==> src/rtl/reb_pkg.sv <==
`default_nettype none

package reb_pkg;

   // Width of the debounce and hold counters
   localparam int COUNT_WIDTH = 16;
   // Width of the configuration registers
   localparam int CFG_WIDTH   = 16;
   // Common width for comparing a counter against a register
   localparam int CMP_WIDTH   = (COUNT_WIDTH > CFG_WIDTH) ? COUNT_WIDTH : CFG_WIDTH;
   localparam int CSR_INDEX_WIDTH = 2;

   localparam logic [CSR_INDEX_WIDTH-1:0] CSR_DEBOUNCE_TICKS   = 2'd0;
   localparam logic [CSR_INDEX_WIDTH-1:0] CSR_LONG_PRESS_TICKS = 2'd1;

   localparam logic [CFG_WIDTH-1:0] DEBOUNCE_RESET   = 16'd50;
   localparam logic [CFG_WIDTH-1:0] LONG_PRESS_RESET = 16'd1000;

   typedef enum logic [2:0] {
      EV_NONE       = 3'd0,
      EV_ROTATE_CCW = 3'd1,
      EV_ROTATE_CW  = 3'd2,
      EV_CLICK      = 3'd3,
      EV_LONG_PRESS = 3'd4
   } event_type;

   // One sampled tick
   typedef struct packed {
      logic quad_a;
      logic quad_b;
      logic button_level;
   } tick_type;

   typedef struct packed {
      logic [CFG_WIDTH-1:0] debounce_ticks;
      logic [CFG_WIDTH-1:0] long_press_ticks;
   } cfg_type;

   // Step for {previous AB, current AB}
   localparam logic signed [1:0] QUAD_STEPS [16] = '{
       2'sd0, -2'sd1,  2'sd1,  2'sd0,
       2'sd1,  2'sd0,  2'sd0, -2'sd1,
      -2'sd1,  2'sd0,  2'sd0,  2'sd1,
       2'sd0,  2'sd1, -2'sd1,  2'sd0
   };

endpackage

`default_nettype wire

==> src/rtl/reb_stream_if.sv <==
`default_nettype none

interface reb_req_if;
   logic valid;
   logic ready;
   logic quad_a;
   logic quad_b;
   logic button_level;

   modport source (output valid, output quad_a, output quad_b, output button_level,
                   input ready);
   modport sink   (input valid, input quad_a, input quad_b, input button_level,
                   output ready);
endinterface

interface reb_rsp_if;
   logic       valid;
   logic       ready;
   logic [2:0] event_code;

   modport source (output valid, output event_code, input ready);
   modport sink   (input valid, input event_code, output ready);
endinterface

`default_nettype wire

==> src/rtl/rotary_encoder_button_events.sv <==
// A request is held in the input register once accepted and moves into the result
// register when that register is free or draining; its result is then offered to the sink.
// Throughput: one request per cycle; the input register refills while the result
// register drains, and it stalls only while a result waits on the sink.
// Reset (synchronous, active high) empties both registers, clears the encoder and
// button state and loads debounce 50 and long press 1000 ticks.
`default_nettype none

module rotary_encoder_button_events
   import reb_pkg::*;
(
   input  wire logic                       clock,
   input  wire logic                       reset,
   reb_req_if.sink                         req_chan,
   reb_rsp_if.source                       rsp_chan,
   input  wire logic                       csr_we,
   input  wire logic [CSR_INDEX_WIDTH-1:0] csr_index,
   input  wire logic [CFG_WIDTH-1:0]       csr_wdata
);

   cfg_type   cfg_ff;
   logic      in_valid_ff;
   tick_type  tick_ff;
   logic      out_valid_ff;
   event_type out_event_ff, out_event_in;
   logic      advance;
   event_type quad_event;
   event_type button_event;

   // Move the held request on when the result register is free or draining
   assign advance        = in_valid_ff && (!out_valid_ff || rsp_chan.ready);
   assign req_chan.ready = !in_valid_ff || advance;

   // Write the configuration registers
   always_ff @(posedge clock) begin
      if (reset) begin
         cfg_ff.debounce_ticks   <= DEBOUNCE_RESET;
         cfg_ff.long_press_ticks <= LONG_PRESS_RESET;
      end else if (csr_we) begin
         unique case (csr_index)
            CSR_DEBOUNCE_TICKS:   cfg_ff.debounce_ticks   <= csr_wdata;
            CSR_LONG_PRESS_TICKS: cfg_ff.long_press_ticks <= csr_wdata;
            default: ;
         endcase
      end
   end

   // Capture the request
   always_ff @(posedge clock) begin
      if (reset) begin
         in_valid_ff <= 1'b0;
      end else if (req_chan.ready) begin
         in_valid_ff <= req_chan.valid;
      end
   end

   always_ff @(posedge clock) begin
      if (req_chan.valid && req_chan.ready) begin
         tick_ff.quad_a       <= req_chan.quad_a;
         tick_ff.quad_b       <= req_chan.quad_b;
         tick_ff.button_level <= req_chan.button_level;
      end
   end

   reb_quad u_quad (
      .clock      (clock),
      .reset      (reset),
      .advance    (advance),
      .tick       (tick_ff),
      .quad_event (quad_event)
   );

   reb_button u_button (
      .clock        (clock),
      .reset        (reset),
      .advance      (advance),
      .tick         (tick_ff),
      .cfg          (cfg_ff),
      .button_event (button_event)
   );

   // Button event takes priority over rotation
   assign out_event_in = (button_event != EV_NONE) ? button_event : quad_event;

   always_ff @(posedge clock) begin
      if (reset) begin
         out_valid_ff <= 1'b0;
      end else if (!out_valid_ff || rsp_chan.ready) begin
         out_valid_ff <= in_valid_ff;
      end
   end

   always_ff @(posedge clock) begin
      if (advance) begin
         out_event_ff <= out_event_in;
      end
   end

   assign rsp_chan.valid      = out_valid_ff;
   assign rsp_chan.event_code = out_event_ff;

endmodule

`default_nettype wire

==> src/rtl/reb_quad.sv <==
`default_nettype none

module reb_quad
   import reb_pkg::*;
(
   input  wire logic      clock,
   input  wire logic      reset,
   input  wire logic      advance,
   input  wire tick_type  tick,
   output event_type      quad_event
);

   logic                pair_valid_ff, pair_valid_in;
   logic [1:0]          prev_pair_ff, prev_pair_in;
   logic signed [2:0]   step_sum_ff, step_sum_in;
   logic [1:0]          pair;
   logic signed [1:0]   step;
   logic signed [2:0]   sum;

   assign pair = {tick.quad_a, tick.quad_b};
   assign step = QUAD_STEPS[{prev_pair_ff, pair}];
   assign sum  = step_sum_ff + 3'(step);

   // Accumulate steps and fire on two in one direction
   always_comb begin
      pair_valid_in = 1'b1;
      prev_pair_in  = pair;
      step_sum_in   = step_sum_ff;
      quad_event    = EV_NONE;
      if (pair_valid_ff && step != 2'sd0) begin
         if (sum >= 3'sd2) begin
            step_sum_in = '0;
            quad_event  = EV_ROTATE_CCW;
         end else if (sum <= -3'sd2) begin
            step_sum_in = '0;
            quad_event  = EV_ROTATE_CW;
         end else begin
            step_sum_in = sum;
         end
      end
   end

   always_ff @(posedge clock) begin
      if (reset) begin
         pair_valid_ff <= 1'b0;
         prev_pair_ff  <= 2'd3;
         step_sum_ff   <= '0;
      end else if (advance) begin
         pair_valid_ff <= pair_valid_in;
         prev_pair_ff  <= prev_pair_in;
         step_sum_ff   <= step_sum_in;
      end
   end

endmodule

`default_nettype wire

==> src/rtl/reb_button.sv <==
`default_nettype none

module reb_button
   import reb_pkg::*;
(
   input  wire logic      clock,
   input  wire logic      reset,
   input  wire logic      advance,
   input  wire tick_type  tick,
   input  wire cfg_type   cfg,
   output event_type      button_event
);

   logic                   last_raw_ff, last_raw_in;
   logic                   stable_ff, stable_in;
   logic [COUNT_WIDTH-1:0] stable_count_ff, stable_count_in;
   logic [COUNT_WIDTH-1:0] hold_count_ff, hold_count_in;
   logic [COUNT_WIDTH-1:0] hold_step;
   logic                   raw;

   assign raw = tick.button_level;

   // Count the press, debounce the raw level, classify a release
   always_comb begin
      hold_step = hold_count_ff;
      if (!stable_ff && hold_count_ff != '1) begin
         hold_step = hold_count_ff + 1'b1;
      end
      if (raw != last_raw_ff) begin
         stable_count_in = '0;
      end else if (stable_count_ff != '1) begin
         stable_count_in = stable_count_ff + 1'b1;
      end else begin
         stable_count_in = stable_count_ff;
      end
      last_raw_in   = raw;
      stable_in     = stable_ff;
      hold_count_in = hold_step;
      button_event  = EV_NONE;
      if (CMP_WIDTH'(stable_count_in) >= CMP_WIDTH'(cfg.debounce_ticks) &&
          raw != stable_ff) begin
         stable_in = raw;
         if (!raw) begin
            hold_count_in = '0;
         end else if (CMP_WIDTH'(hold_step) >= CMP_WIDTH'(cfg.long_press_ticks)) begin
            button_event = EV_LONG_PRESS;
         end else begin
            button_event = EV_CLICK;
         end
      end
   end

   always_ff @(posedge clock) begin
      if (reset) begin
         last_raw_ff     <= 1'b1;
         stable_ff       <= 1'b1;
         stable_count_ff <= '0;
         hold_count_ff   <= '0;
      end else if (advance) begin
         last_raw_ff     <= last_raw_in;
         stable_ff       <= stable_in;
         stable_count_ff <= stable_count_in;
         hold_count_ff   <= hold_count_in;
      end
   end

endmodule

`default_nettype wire

==> src/flat_wrapper.sv <==
// flat-port wrapper written by rule: the top's interface ports become plain ports
module rotary_encoder_button_events_flat import reb_pkg::*;
  (clock, reset, csr_we, csr_index, csr_wdata, req_chan_valid, req_chan_quad_a, req_chan_quad_b, req_chan_button_level, req_chan_ready, rsp_chan_valid, rsp_chan_event_code, rsp_chan_ready);
  reb_req_if req_chan_i ();
  reb_rsp_if rsp_chan_i ();
  input  wire logic clock;
  input  wire logic reset;
  input  wire logic csr_we;
  input  wire logic [CSR_INDEX_WIDTH-1:0] csr_index;
  input  wire logic [CFG_WIDTH-1:0] csr_wdata;
  input wire logic [$bits(req_chan_i.valid)-1:0] req_chan_valid;
  input wire logic [$bits(req_chan_i.quad_a)-1:0] req_chan_quad_a;
  input wire logic [$bits(req_chan_i.quad_b)-1:0] req_chan_quad_b;
  input wire logic [$bits(req_chan_i.button_level)-1:0] req_chan_button_level;
  output wire logic [$bits(req_chan_i.ready)-1:0] req_chan_ready;
  output wire logic [$bits(rsp_chan_i.valid)-1:0] rsp_chan_valid;
  output wire logic [$bits(rsp_chan_i.event_code)-1:0] rsp_chan_event_code;
  input wire logic [$bits(rsp_chan_i.ready)-1:0] rsp_chan_ready;
  assign req_chan_i.valid = req_chan_valid;
  assign req_chan_i.quad_a = req_chan_quad_a;
  assign req_chan_i.quad_b = req_chan_quad_b;
  assign req_chan_i.button_level = req_chan_button_level;
  assign req_chan_ready = req_chan_i.ready;
  assign rsp_chan_valid = rsp_chan_i.valid;
  assign rsp_chan_event_code = rsp_chan_i.event_code;
  assign rsp_chan_i.ready = rsp_chan_ready;
  rotary_encoder_button_events u_core (.clock(clock), .reset(reset), .req_chan(req_chan_i), .rsp_chan(rsp_chan_i), .csr_we(csr_we), .csr_index(csr_index), .csr_wdata(csr_wdata));
endmodule
==> config.mk <==
export PLATFORM = sky130hd
export DESIGN_NAME = rotary_encoder_button_events_flat
export DESIGN_NICKNAME = d
export VERILOG_FILES = /design/src/rtl/reb_pkg.sv /design/src/rtl/reb_stream_if.sv /design/src/rtl/rotary_encoder_button_events.sv /design/src/rtl/reb_quad.sv /design/src/rtl/reb_button.sv /design/src/flat_wrapper.sv
export SDC_FILE = /design/constraint.sdc
export NUM_CORES = 1
export LEC_CHECK = 0
export ABC_CLOCK_PERIOD_IN_PS = 3370
export BUFFER_PORTS_ARGS = -buffer_cell sky130_fd_sc_hd__clkbuf_2
export CAP_MARGIN = 20
export CORE_MARGIN = 4
export CORE_UTILIZATION = 57
export CTS_BUF_LIST = sky130_fd_sc_hd__clkbuf_4 sky130_fd_sc_hd__clkbuf_8
export CTS_CLUSTER_SIZE = 16
export DETAILED_ROUTE_END_ITERATION = 12
export GPL_TIMING_DRIVEN = 0
export PLACE_DENSITY = 0.79
export SETUP_SLACK_MARGIN = 0.02
export SLEW_MARGIN = 25
export SYNTH_ARGS = -nofsm -noshare
export SYNTH_HDL_FRONTEND = slang
export SYNTH_SLANG_ARGS = --single-unit
export TNS_END_PERCENT = 1
==> constraint.sdc <==
create_clock -name clock -period 3.37 [get_ports clock]
set_input_delay 0.5055 -clock clock [delete_from_list [all_inputs] [get_ports clock]]
set_output_delay 0.5055 -clock clock [all_outputs]
set_load 0.01 [all_outputs]
==> impl_metrics.toml, run 1 <==
[yosys]
synth_top_flop_cell = "dfxtp_1"
syn_area_um2 = 4870
synth_seq_cells = 80
synth.area.top_cells = "dfxtp_1 (30%), ha_1 (10%), nand2_1 (6.8%), a21oi_1 (6.4%), nor2_1 (5.2%)"
syn_inst = 608
synth.avg_cell_area_um2 = 8.01
synthArstFlopShare = 0
postSynthNetCount = 674
yosysTopAreaCell = "dfxtp_1"
ys_seq_area_frac = 0.341
synth_cell_type_count = 64
ys_warn_count = 0
synth_edf_count = 6
yosysTopAreaCellShare = 0.304

[power_and_ir_drop]
clkPwrFrac = 0.405
pwr-share-seq = 0.488
power.switching_uw = 548
max-vdd-ir-drop_mv = 0.281
p_sw_frac = 0.269
p_int_mw = 1.49
power_density_nw_per_um2 = 352
comb_power_share = 0.107
total_leakage_power_nw = 2.37

[clock_tree]
clock-sinks = 80
hold_buffers = 0
cts_buffer_depth = 2
clk_pin_slew_ps = 90
insertion_delay_ps = 360
numCtsBuffers = 9
clock_tree.root_cell = "clkbuf_8"
cts_tree = "yes"
cts_max_level = 3

[timing]
maxSlewViolCount = 0
rsz0062_at_grt = "yes"
fin_crit_ps = 3750
max_freq_mhz = 266
setup_viol = 20
hold_ws_ps = 320
min_period_over_period = 1.11
relSlewSlack = 0.578
tightest_slew_ps = 633
skew_ps = 9.79
fin_tns_setup_ps = -5450
finalHoldViolCount = 0
layout_setup_ws_ps = -383

[global_route]
grt_max_degree = 16
grt_pass1_wl_um = 21200
grt_overflow_total = 0
grtUsageTotal = 0.263
antenna_found_initial = 0
grt_pass1_vias = 4434

[worst_setup_path]
required_ps = 3600
critPathKind = "flop to flop"
startpoint_type = "flop"
r2r-end = "u_core.u_button.hold_count_ff[0]"
slowest_delay_ps = 510
end_kind = "flop"
crit_arrival_ps = 3980
reg2reg_slack_ps = -380
cpLargestDelayFamily = "simple AND/OR/NAND/NOR gates"
slowest_stage = "or4_4"
timing.critical_path.buf_inv = 2
cp_max_fo = 5
reg2reg_from = "u_core.u_button.stable_count_ff[5]"
critPathLaunch = "u_core.u_button.stable_count_ff[5]"
crit_chain = "nand4_1 > buf_6 > nor4_4 > nand2_2 > buf_6 > nand4_1 > xor2_1 > nor2_1 > ha_1 > nand2_1 > or4_4 > o32a_4 > a211oi_4 > o211a_1 > nor3_2"
reg2regPathDepth = 15

[min_path]
hold_path.startpoint = "req_chan_quad_a"
hold_depth = 1
hold_path_class = "input port to flop"
min_to = "u_core.tick_ff[2]"

[floorplanning]
num_io_pins = 31
core_area_um2 = 8260
die_area_um2 = 10100
fp.dieH_um = 100
die_w_um = 100
initial_core_util = 0.590
rows = 33

[status]
status = "finished, violations left"
violations = "negative setup slack"

[job]
drv_cap = 0

[drt]
drtIter0Drc = 429
drtAntennaViolNets = 0
drc = 0
via_per_inst = 5.91
vias = 4625
wl_um = 13000
first_pass_iters = 5
wl_per_cell_um = 16.6

[placed_design]
dpl.hpwl_um = 8830
placed_area_um2 = 5200
pre_cts_slack_ps = -560
place_congestion = 0.914
io_buffers = 29

[cells_and_area]
antenna_cells = 0
post-route-cell-area_um2 = 5780
drive_above_1_share = 0.190
area_growth_syn_to_layout_pct = 18.7
fin_nets = 739
==> per-layer routing <==
metal | vias to the layer above | part of all wire | global-route usage
met3 | 41 | 0.067 | 0.0526
met1 | 2174 | 0.42 | 0.334
met4 | 0 | 0.030 | 0.111
met5 | - | 0 | 0
li1 | 2229 | - | -
met2 | 181 | 0.48 | 0.435
==> state kept, by name (all words and copies together), names as in the netlist <==
signal	count
u_core.u_button.stable_ff	1
u_core.u_button.last_raw_ff	1
u_core.rsp_chan.valid	1
u_core.tick_ff	3
u_core.u_quad.step_sum_ff	3
u_core.u_quad.pair_valid_ff	1
u_core.u_quad.prev_pair_ff	2
u_core.in_valid_ff	1
u_core.u_button.stable_count_ff	16
u_core.cfg_ff	32
u_core.rsp_chan.event_code	3
u_core.u_button.hold_count_ff	16
==> per-stage QoR <==
step | power, mW | utilization | cells
final | 2.03 | 0.700 | 783
after floorplan | 1.15 | - | 608
after detailed placement | 1.21 | 0.629 | 742
after global placement | 1.21 | 0.629 | 742
after global routing | 2.10 | 0.700 | 783
after CTS | 2.03 | 0.692 | 779
==> repair_timing <==
| item | in CTS | in global routing |
|---|---|---|
| setup endpoints to repair | 20 | 20 |
| pin swaps | 25 | 18 |
| gates cloned | 1 | 0 |
| setup buffers | 21 | 5 |
| gates resized for setup | 35 | 9 |
==> synthesized netlist by cell type (3+ instances only) <==
cell,instances
nor2b_1,3
dfxtp_1,74
nor2_1,67
and2_1,4
ha_1,39
nand2_1,88
a31oi_1,6
nand2b_1,4
nand3b_1,7
buf_2,6
o21a_1,3
nand4_1,15
and3_1,5
nand3_1,18
or3b_2,3
nor3_1,9
edfxtp_1,6
a21o_1,7
nor3b_1,3
clkbuf_1,21
a211o_1,11
a21oi_1,62
xor2_1,20
xnor2_1,23
inv_1,39
o21ai_0,12
or3_1,4
==> worst reg2reg max path: stages (launching register included) <==
cell	delay [ps]
dfxtp_4	380
nand4_1	160
buf_6	180
nor4_4	350
nand2_2	190
buf_6	160
nand4_1	90
xor2_1	190
nor2_1	80
ha_1	270
nand2_1	50
or4_4	510
o32a_4	370
a211oi_4	370
o211a_1	240
nor3_2	40
==> kinds of logic (layout without fill, tap and decap cells) <==
group,after synthesis,in the layout,share of synthesized area
simple gates,247,247,0.246
compound gates,124,124,0.165
flops,80,80,0.341
buf+inv,71,141,0.0580
xor+xnor,43,43,0.0773
fa+ha+maj,40,40,0.104
mux,3,3,0.00873
==> power by group through the flow <==
stage | combinational (mW) | clock, mW | sequential (mW)
after global routing | 0.242 | 0.865 | 0.995
after CTS | 0.209 | 0.831 | 0.994
after global placement | 0.189 | 0 | 1.02
final | 0.218 | 0.822 | 0.992
after detailed placement | 0.197 | 0 | 1.02
after floorplan | 0.132 | 0 | 1.01
==> how the worst max path moves through the flow <==
stage | cells after the start | end
global route | 15 | u_core.u_button.hold_count_ff[0]
finish | 15 | u_core.u_button.hold_count_ff[0]
detailed placement | 12 | u_core.u_button.hold_count_ff[7]
CTS | 16 | u_core.u_button.hold_count_ff[5]
floorplan | 15 | u_core.rsp_chan.event_code[1]
global placement | 12 | u_core.u_button.hold_count_ff[7]
==> cell usage in the layout, fill, tap and decap left out, types with 19 or more instances in the layout <==
cell,count
clkbuf_2,31
a21oi_1,60
xnor2_1,23
xor2_1,19
inv_1,39
buf_4,24
nand2_1,86
ha_1,38
dfxtp_1,64
nor2_1,65
==> area by class of cell <==
class / count / area, um2
tap: 105 / 131
fill: 643 / 2470
inverter: 40 / 150
clock inverter: 7 / 100
multi-input combinational: 457 / 3090
sequential: 80 / 1690
timing repair buffer: 56 / 359
clock buffer: 9 / 124
buffer: 29 / 145
(Power assumes the default switching activity.)
==> run 2, diff against run 1 <==
- BUFFER_PORTS_ARGS: -buffer_cell sky130_fd_sc_hd__clkbuf_2 -> -buffer_cell sky130_fd_sc_hd__buf_4
- CORE_UTILIZATION: 57 -> 44
- PLACE_DENSITY: 0.79 -> not set
==> impl_metrics.toml, run 2 (synthesis gave the netlist of run 1 again) <==
[status]
status = "finished, violations left"
violations = "negative setup slack"

[cells_and_area]
fin_nets = 735
seq_area_um2 = 1680
post-route-cell-area_um2 = 5880
fin_cells = 813
antenna_cells = 0
largest_register = "u_core.cfg_ff"
reg_top3 = "u_core.cfg_ff x32, u_core.u_button.hold_count_ff x16, u_core.u_button.stable_count_ff x16"
largest_reg_flops = 32
drive_above_1_share = 0.190
area_growth_syn_to_layout_pct = 20.7
layout_commonest_cell = "nand2_1"
multi_input_area_um2 = 3120
final_cell_mix = "nand2_1 (86), dfxtp_1 (63), nor2_1 (62), a21oi_1 (60), buf_4 (48)"
fill_cells = 1029
utilization = 0.542

[min_path]
min_to = "u_core.tick_ff[0]"
hold_depth = 1
hold_path_class = "input port to flop"
hold_path.startpoint = "req_chan_button_level"

[power_and_ir_drop]
p_sw_frac = 0.259
total_leakage_power_nw = 2.36
max-vdd-ir-drop_mv = 0.201
power.switching_uw = 509
power_density_nw_per_um2 = 334
pwr-share-seq = 0.507
p_int_mw = 1.45
comb_power_share = 0.113
finalPower_mw = 1.96
clkPwrFrac = 0.380

[worst_setup_path]
required_ps = 3610
reg2regPathDepth = 15
cp_max_fo = 6
r2r-end = "u_core.u_button.hold_count_ff[0]"
reg2reg_from = "u_core.u_button.stable_count_ff[7]"
cp_num_cells = 15
reg2reg_slack_ps = -260
slowest_stage = "or4_4"
crit_arrival_ps = 3870
crit_chain = "buf_8 > nand4_1 > nor4_4 > nand2_2 > buf_6 > nand4_1 > xor2_1 > nor2_1 > ha_1 > nand2_1 > or4_4 > o32a_4 > a211oi_4 > o211a_1 > nor3_2"
end_kind = "flop"
slowest_delay_ps = 500
timing.critical_path.buf_inv = 2
critPathKind = "flop to flop"
critical_path.most_common_cell = "nand4_1"
startpoint_type = "flop"
cpLargestDelayFamily = "simple AND/OR/NAND/NOR gates"

[floorplanning]
fp.dieH_um = 113
num_io_pins = 31
die_w_um = 113
initial_core_util = 0.449
core_area_um2 = 10800
die_area_um2 = 12800
rows = 38

[clock_tree]
cts_tree = "yes"
insertion_delay_ps = 370
numCtsBuffers = 9
clock_tree.root_cell = "clkbuf_8"
clk_pin_slew_ps = 80
cts_buffer_depth = 2
clock-sinks = 80
cts_max_level = 3

[placed_design]
io_buffers = 29
dpl.hpwl_um = 9420
placed_area_um2 = 5310
placed_cells = 777
place_congestion = 0.900

[timing]
maxSlewViolCount = 0
finalHoldViolCount = 0
max_freq_mhz = 276
skew_ps = 9.70
rsz0062_at_grt = "yes"
fin_crit_ps = 3630
tightest_slew_ps = 647
layout_setup_ws_ps = -257
min_period_over_period = 1.08
relSlewSlack = 0.568
setup_viol = 20
fin_tns_setup_ps = -3390

[drt]
first_pass_iters = 4
drtIter0Drc = 241
via_per_inst = 5.45
drtAntennaViolNets = 0
wl_um = 12700
drc = 0
wl_per_cell_um = 15.6
vias = 4433

[job]
drv_cap = 0

[global_route]
grt_pass1_vias = 4293
grtUsageTotal = 0.204
antenna_found_initial = 0
grt_pass1_wl_um = 20700
grt_max_degree = 14
grt_overflow_total = 0
[run 2: cell types whose count changed in the layout (fill, tap and decap cells not counted), moves of 3 or more]
cell,delta
buf_4,+24
clkbuf_2,-29
dfxtp_2,+4
dfxtp_4,-3
nor2_1,-3
[run 2: final cells by class]
cell class                 count  share of cell area
buffer                        30              0.0268
clock buffer                  12              0.0270
clock inverter                 3             0.00723
inverter                      40              0.0255
multi-input combinational    457               0.531
sequential                    80               0.286
tap                          140              0.0298
timing repair buffer          51              0.0670
[run 2: layer usage]
metal	GRT usage	vias to the layer above	part of all wire
li1	-	2220	-
met1	0.261	2084	0.44
met2	0.344	108	0.49
met3	0.0294	21	0.048
met4	0.0825	0	0.021
met5	0	-	0
[run 2: worst reg2reg max path: stages (launching register included)]
cell and delay (ps):
dfxtp_2 340, buf_8 100, nand4_1 180, nor4_4 370
nand2_2 180, buf_6 170, nand4_1 130, xor2_1 160
nor2_1 60, ha_1 270, nand2_1 50, or4_4 500
o32a_4 370, a211oi_4 370, o211a_1 230, nor3_2 40
[run 2: power groups by stage]
| stage | Sequential [mW] | Combinational [mW] | Clock, mW |
|---|---|---|---|
| 5_1_grt | 0.998 | 0.249 | 0.800 |
| 2_1_floorplan | 1.01 | 0.132 | 0 |
| 4_1_cts | 0.994 | 0.216 | 0.761 |
| 6_report | 0.995 | 0.222 | 0.746 |
| 3_3_place_gp | 1.02 | 0.206 | 0 |
| 3_5_place_dp | 1.02 | 0.209 | 0 |
[run 2: worst max path at each step]
stage                                  startpoint                          endpoint  slack, ps
4_1_cts        u_core.u_button.stable_count_ff[2]  u_core.u_button.hold_count_ff[8]       -240
3_5_place_dp                    u_core.tick_ff[0]  u_core.u_button.hold_count_ff[0]       -660
5_1_grt        u_core.u_button.stable_count_ff[7]  u_core.u_button.hold_count_ff[0]       -430
3_3_place_gp                    u_core.tick_ff[0]  u_core.u_button.hold_count_ff[5]       -690
2_1_floorplan  u_core.u_button.stable_count_ff[2]     u_core.rsp_chan.event_code[1]          6
6_report       u_core.u_button.stable_count_ff[7]  u_core.u_button.hold_count_ff[0]       -260
[run 2: timing repair]
item                       4_1_cts  5_1_grt
setup endpoints to repair       20       20
pin swaps                       11       25
setup buffers                   13        9
hold buffers                     0        0
gates resized for setup         25       22
[run 2: through the flow]
step	setup slack [ps]	hold slack [ps]
after global routing	-434	298
after CTS	-238	292
final	-257	304
after floorplan	5.76	434
after detailed placement	-655	451
after global placement	-691	444
==> run 3, diff against run 2 <==
- SYNTH_HIERARCHICAL: not set -> 1
==> impl_metrics.toml, run 3 <==
[status]
status = "finished, violations left"
violations = "negative setup slack"

[power_and_ir_drop]
max-vdd-ir-drop_mv = 0.226
power_density_nw_per_um2 = 320
clkPwrFrac = 0.374
power.switching_uw = 504
pwr-share-seq = 0.497
p_int_mw = 1.50
p_sw_frac = 0.251
finalPower_mw = 2.00
total_leakage_power_nw = 2.59
comb_power_share = 0.129

[cells_and_area]
fin_nets = 744
utilization = 0.544
largest_register = "u_core/cfg_ff"
final_cell_mix = "nor2_1 (68), dfxtp_1 (66), buf_4 (53), nand2b_1 (46), inv_1 (46)"
area_growth_syn_to_layout_pct = 19.9
largest_reg_flops = 32
antenna_cells = 0
layout_commonest_cell = "nor2_1"
reg_top3 = "u_core/cfg_ff x32, u_core/u_button/hold_count_ff x16, u_core/u_button/stable_count_ff x16"
drive_above_1_share = 0.204

[drt]
highest-signal-layer = "met4"
first_pass_iters = 5
wl_met1_um = 5870
wl_um = 12500
drtAntennaViolNets = 0
drc = 0
vias = 4376
wl_per_cell_um = 15.2
met2_length_um = 6110
drtIter0Drc = 229
via_per_inst = 5.30
wl_met3_um = 405

[timing]
finalHoldViolCount = 0
hold_ws_ps = 310
fin_crit_ps = 3730
min_period_over_period = 1.11
rsz0062_at_grt = "yes"
max_freq_mhz = 268
relSlewSlack = 0.604
setup_viol = 19
tightest_slew_ps = 594
maxSlewViolCount = 0
fin_tns_setup_ps = -3450
layout_setup_ws_ps = -364
skew_ps = 10.9

[min_path]
hold_depth = 1
hold_path_class = "input port to flop"
min_to = "u_core/tick_ff[0]"
hold_path.startpoint = "req_chan_button_level"

[clock_tree]
hold_buffers = 0
insertion_delay_ps = 370
clock-sinks = 80
clock_tree.root_cell = "clkbuf_8"
cts_buffer_depth = 2
clk_pin_slew_ps = 80
cts_tree = "yes"
cts_max_level = 3
numCtsBuffers = 9

[yosys]
postSynthNetCount = 686
yosysTopAreaCell = "dfxtp_1"
synth_mux_area_frac = 0.0795
yosysTopAreaCellShare = 0.284
syn_inst = 620
synthTopCellsByCount = "dfxtp_1 (74), nor2_1 (72), inv_1 (46), nand2b_1 (46), ha_1 (39)"
synthSimpleGateAreaFrac = 0.235
synth_compound_area_frac = 0.135
synth_seq_cells = 80
ys_seq_area_frac = 0.318
synthArstFlopShare = 0
synth.avg_cell_area_um2 = 8.42
synth.area.top_cells = "dfxtp_1 (28%), ha_1 (9.3%), mux2i_1 (6.5%), nand2b_1 (5.5%), nor2_1 (5.2%)"
ys_warn_count = 6
synthXorXnorAreaFrac = 0.0683
synth_top_family_by_area = "simple AND/OR/NAND/NOR gates"
synth_cell_type_count = 59
post-synth-top-count-cell = "dfxtp_1"
syn_area_um2 = 5220
synth_edf_count = 6
synth_top_flop_cell = "dfxtp_1"
synth_fa_ha_area_frac = 0.0973

[worst_setup_path]
reg2regPathDepth = 17
required_ps = 3500
startpoint_type = "flop"
crit_arrival_ps = 3860
critical_path.most_common_cell = "nand4_1"
cp_max_fo = 4
crit_chain = "clkbuf_8 > and4_1 > nand4_1 > o31ai_4 > nor2_2 > xnor2_2 > nor2_1 > ha_1 > nand4_1 > or4_1 > o32a_1 > nand2_2 > nand3_4 > nor2_4 > buf_6 > nor3b_1 > or2_4"
slowest_stage = "or4_1"
reg2reg_from = "u_core/u_button/stable_count_ff[6]"
slowest_delay_ps = 520
r2r-end = "u_core/rsp_chan.event_code[0]"
critPathKind = "flop to flop"
reg2reg_slack_ps = -360
end_kind = "flop"

[global_route]
grt_pass1_wl_um = 20800
grt_pass1_vias = 4391
grt_overflow_total = 0
grt_max_degree = 17
grtUsageTotal = 0.194
antenna_found_initial = 0

[job]
drv_cap = 0

[floorplanning]
num_io_pins = 31
core_area_um2 = 11500
fp.dieH_um = 117
die_area_um2 = 13700
initial_core_util = 0.453
die_w_um = 117
rows = 39

[placed_design]
pre_cts_slack_ps = -928
place_congestion = 0.848
dpl.hpwl_um = 9360
io_buffers = 30
==> run 3: cell count changes after synthesis, moves of 5 or more <==
| cell | delta |
|---|---|
| a211o_1 | -7 |
| a211oi_1 | +7 |
| a21oi_1 | -29 |
| inv_1 | +7 |
| mux2i_1 | +32 |
| nand2_1 | -54 |
| nand2b_1 | +42 |
| nand4_1 | -7 |
| nor2_1 | +5 |
| o21ai_0 | +8 |
| xor2_1 | -5 |
==> run 3: repair_timing <==
item / CTS / global route
gates resized for setup: 32 / 9
pin swaps: 16 / 3
hold endpoints to repair: 0 / 0
setup endpoints to repair: 20 / 21
cloned: 0 / 0
setup buffers: 17 / 2
==> run 3: how the worst max path moves through the flow <==
stage	startpoint	end	depth (start not counted)
6_report	u_core/u_button/stable_count_ff[6]	u_core/rsp_chan.event_code[0]	17
5_1_grt	u_core/u_button/stable_count_ff[6]	u_core/rsp_chan.event_code[0]	17
4_1_cts	u_core/u_button/stable_count_ff[3]	u_core/rsp_chan.event_code[0]	17
3_5_place_dp	u_core/u_button/hold_count_ff[0]	u_core/rsp_chan.event_code[1]	17
3_3_place_gp	u_core/u_button/hold_count_ff[0]	u_core/rsp_chan.event_code[1]	17
2_1_floorplan	u_core/u_button/stable_count_ff[6]	u_core/rsp_chan.event_code[1]	16
==> run 3: metal layers <==
metal / global-route usage / vias to the layer above
met1: 0.245 / 2051
met5: 0 / -
met2: 0.332 / 61
met4: 0.0543 / 0
li1: - / 2254
met3: 0.0432 / 10
==> run 3: cell families (layout without fill, tap and decap cells) <==
| family | count (synthesis) | in the layout |
|---|---|---|
| compound gates | 107 | 107 |
| simple gates | 237 | 237 |
| buf+inv | 79 | 142 |
| mux | 37 | 37 |
| xor+xnor | 39 | 39 |
| other cells | 1 | 1 |
| flops | 80 | 80 |
| fa+ha+maj | 40 | 40 |
==> run 3: layout make-up <==
class / instances / area [um2]
Fill cell: 1094 / 5250
Multi-Input combinational cell: 461 / 3420
Sequential cell: 80 / 1680
Timing Repair Buffer: 49 / 368
Buffer: 31 / 235
Tap cell: 143 / 179
Inverter: 46 / 173
Clock buffer: 13 / 166
Clock inverter: 3 / 40.0
==> run 3: critical path, delay by kind of cell, from the launching register on <==
family | cells | cell delay (ps)
fa+ha+maj | 1 | 320
compound gates | 2 | 660
buf+inv | 2 | 230
flops | 1 | 330
simple gates | 11 | 1770
xor+xnor | 1 | 190
==> run 3: metrics by stage <==
stage | instances | instance area (um2)
after global routing | 826 | 6260
after global placement | 793 | 5770
after floorplan | 620 | 5370
after CTS | 824 | 6210
after detailed placement | 793 | 5770
final | 826 | 6260
==> run 3: power groups by stage <==
stage	clock network [mW]	registers (mW)	logic (mW)
final	0.750	0.996	0.259
after CTS	0.777	0.996	0.259
after global routing	0.833	0.999	0.289
after detailed placement	0	1.02	0.249
after global placement	0	1.02	0.245
after floorplan	0	1.02	0.170
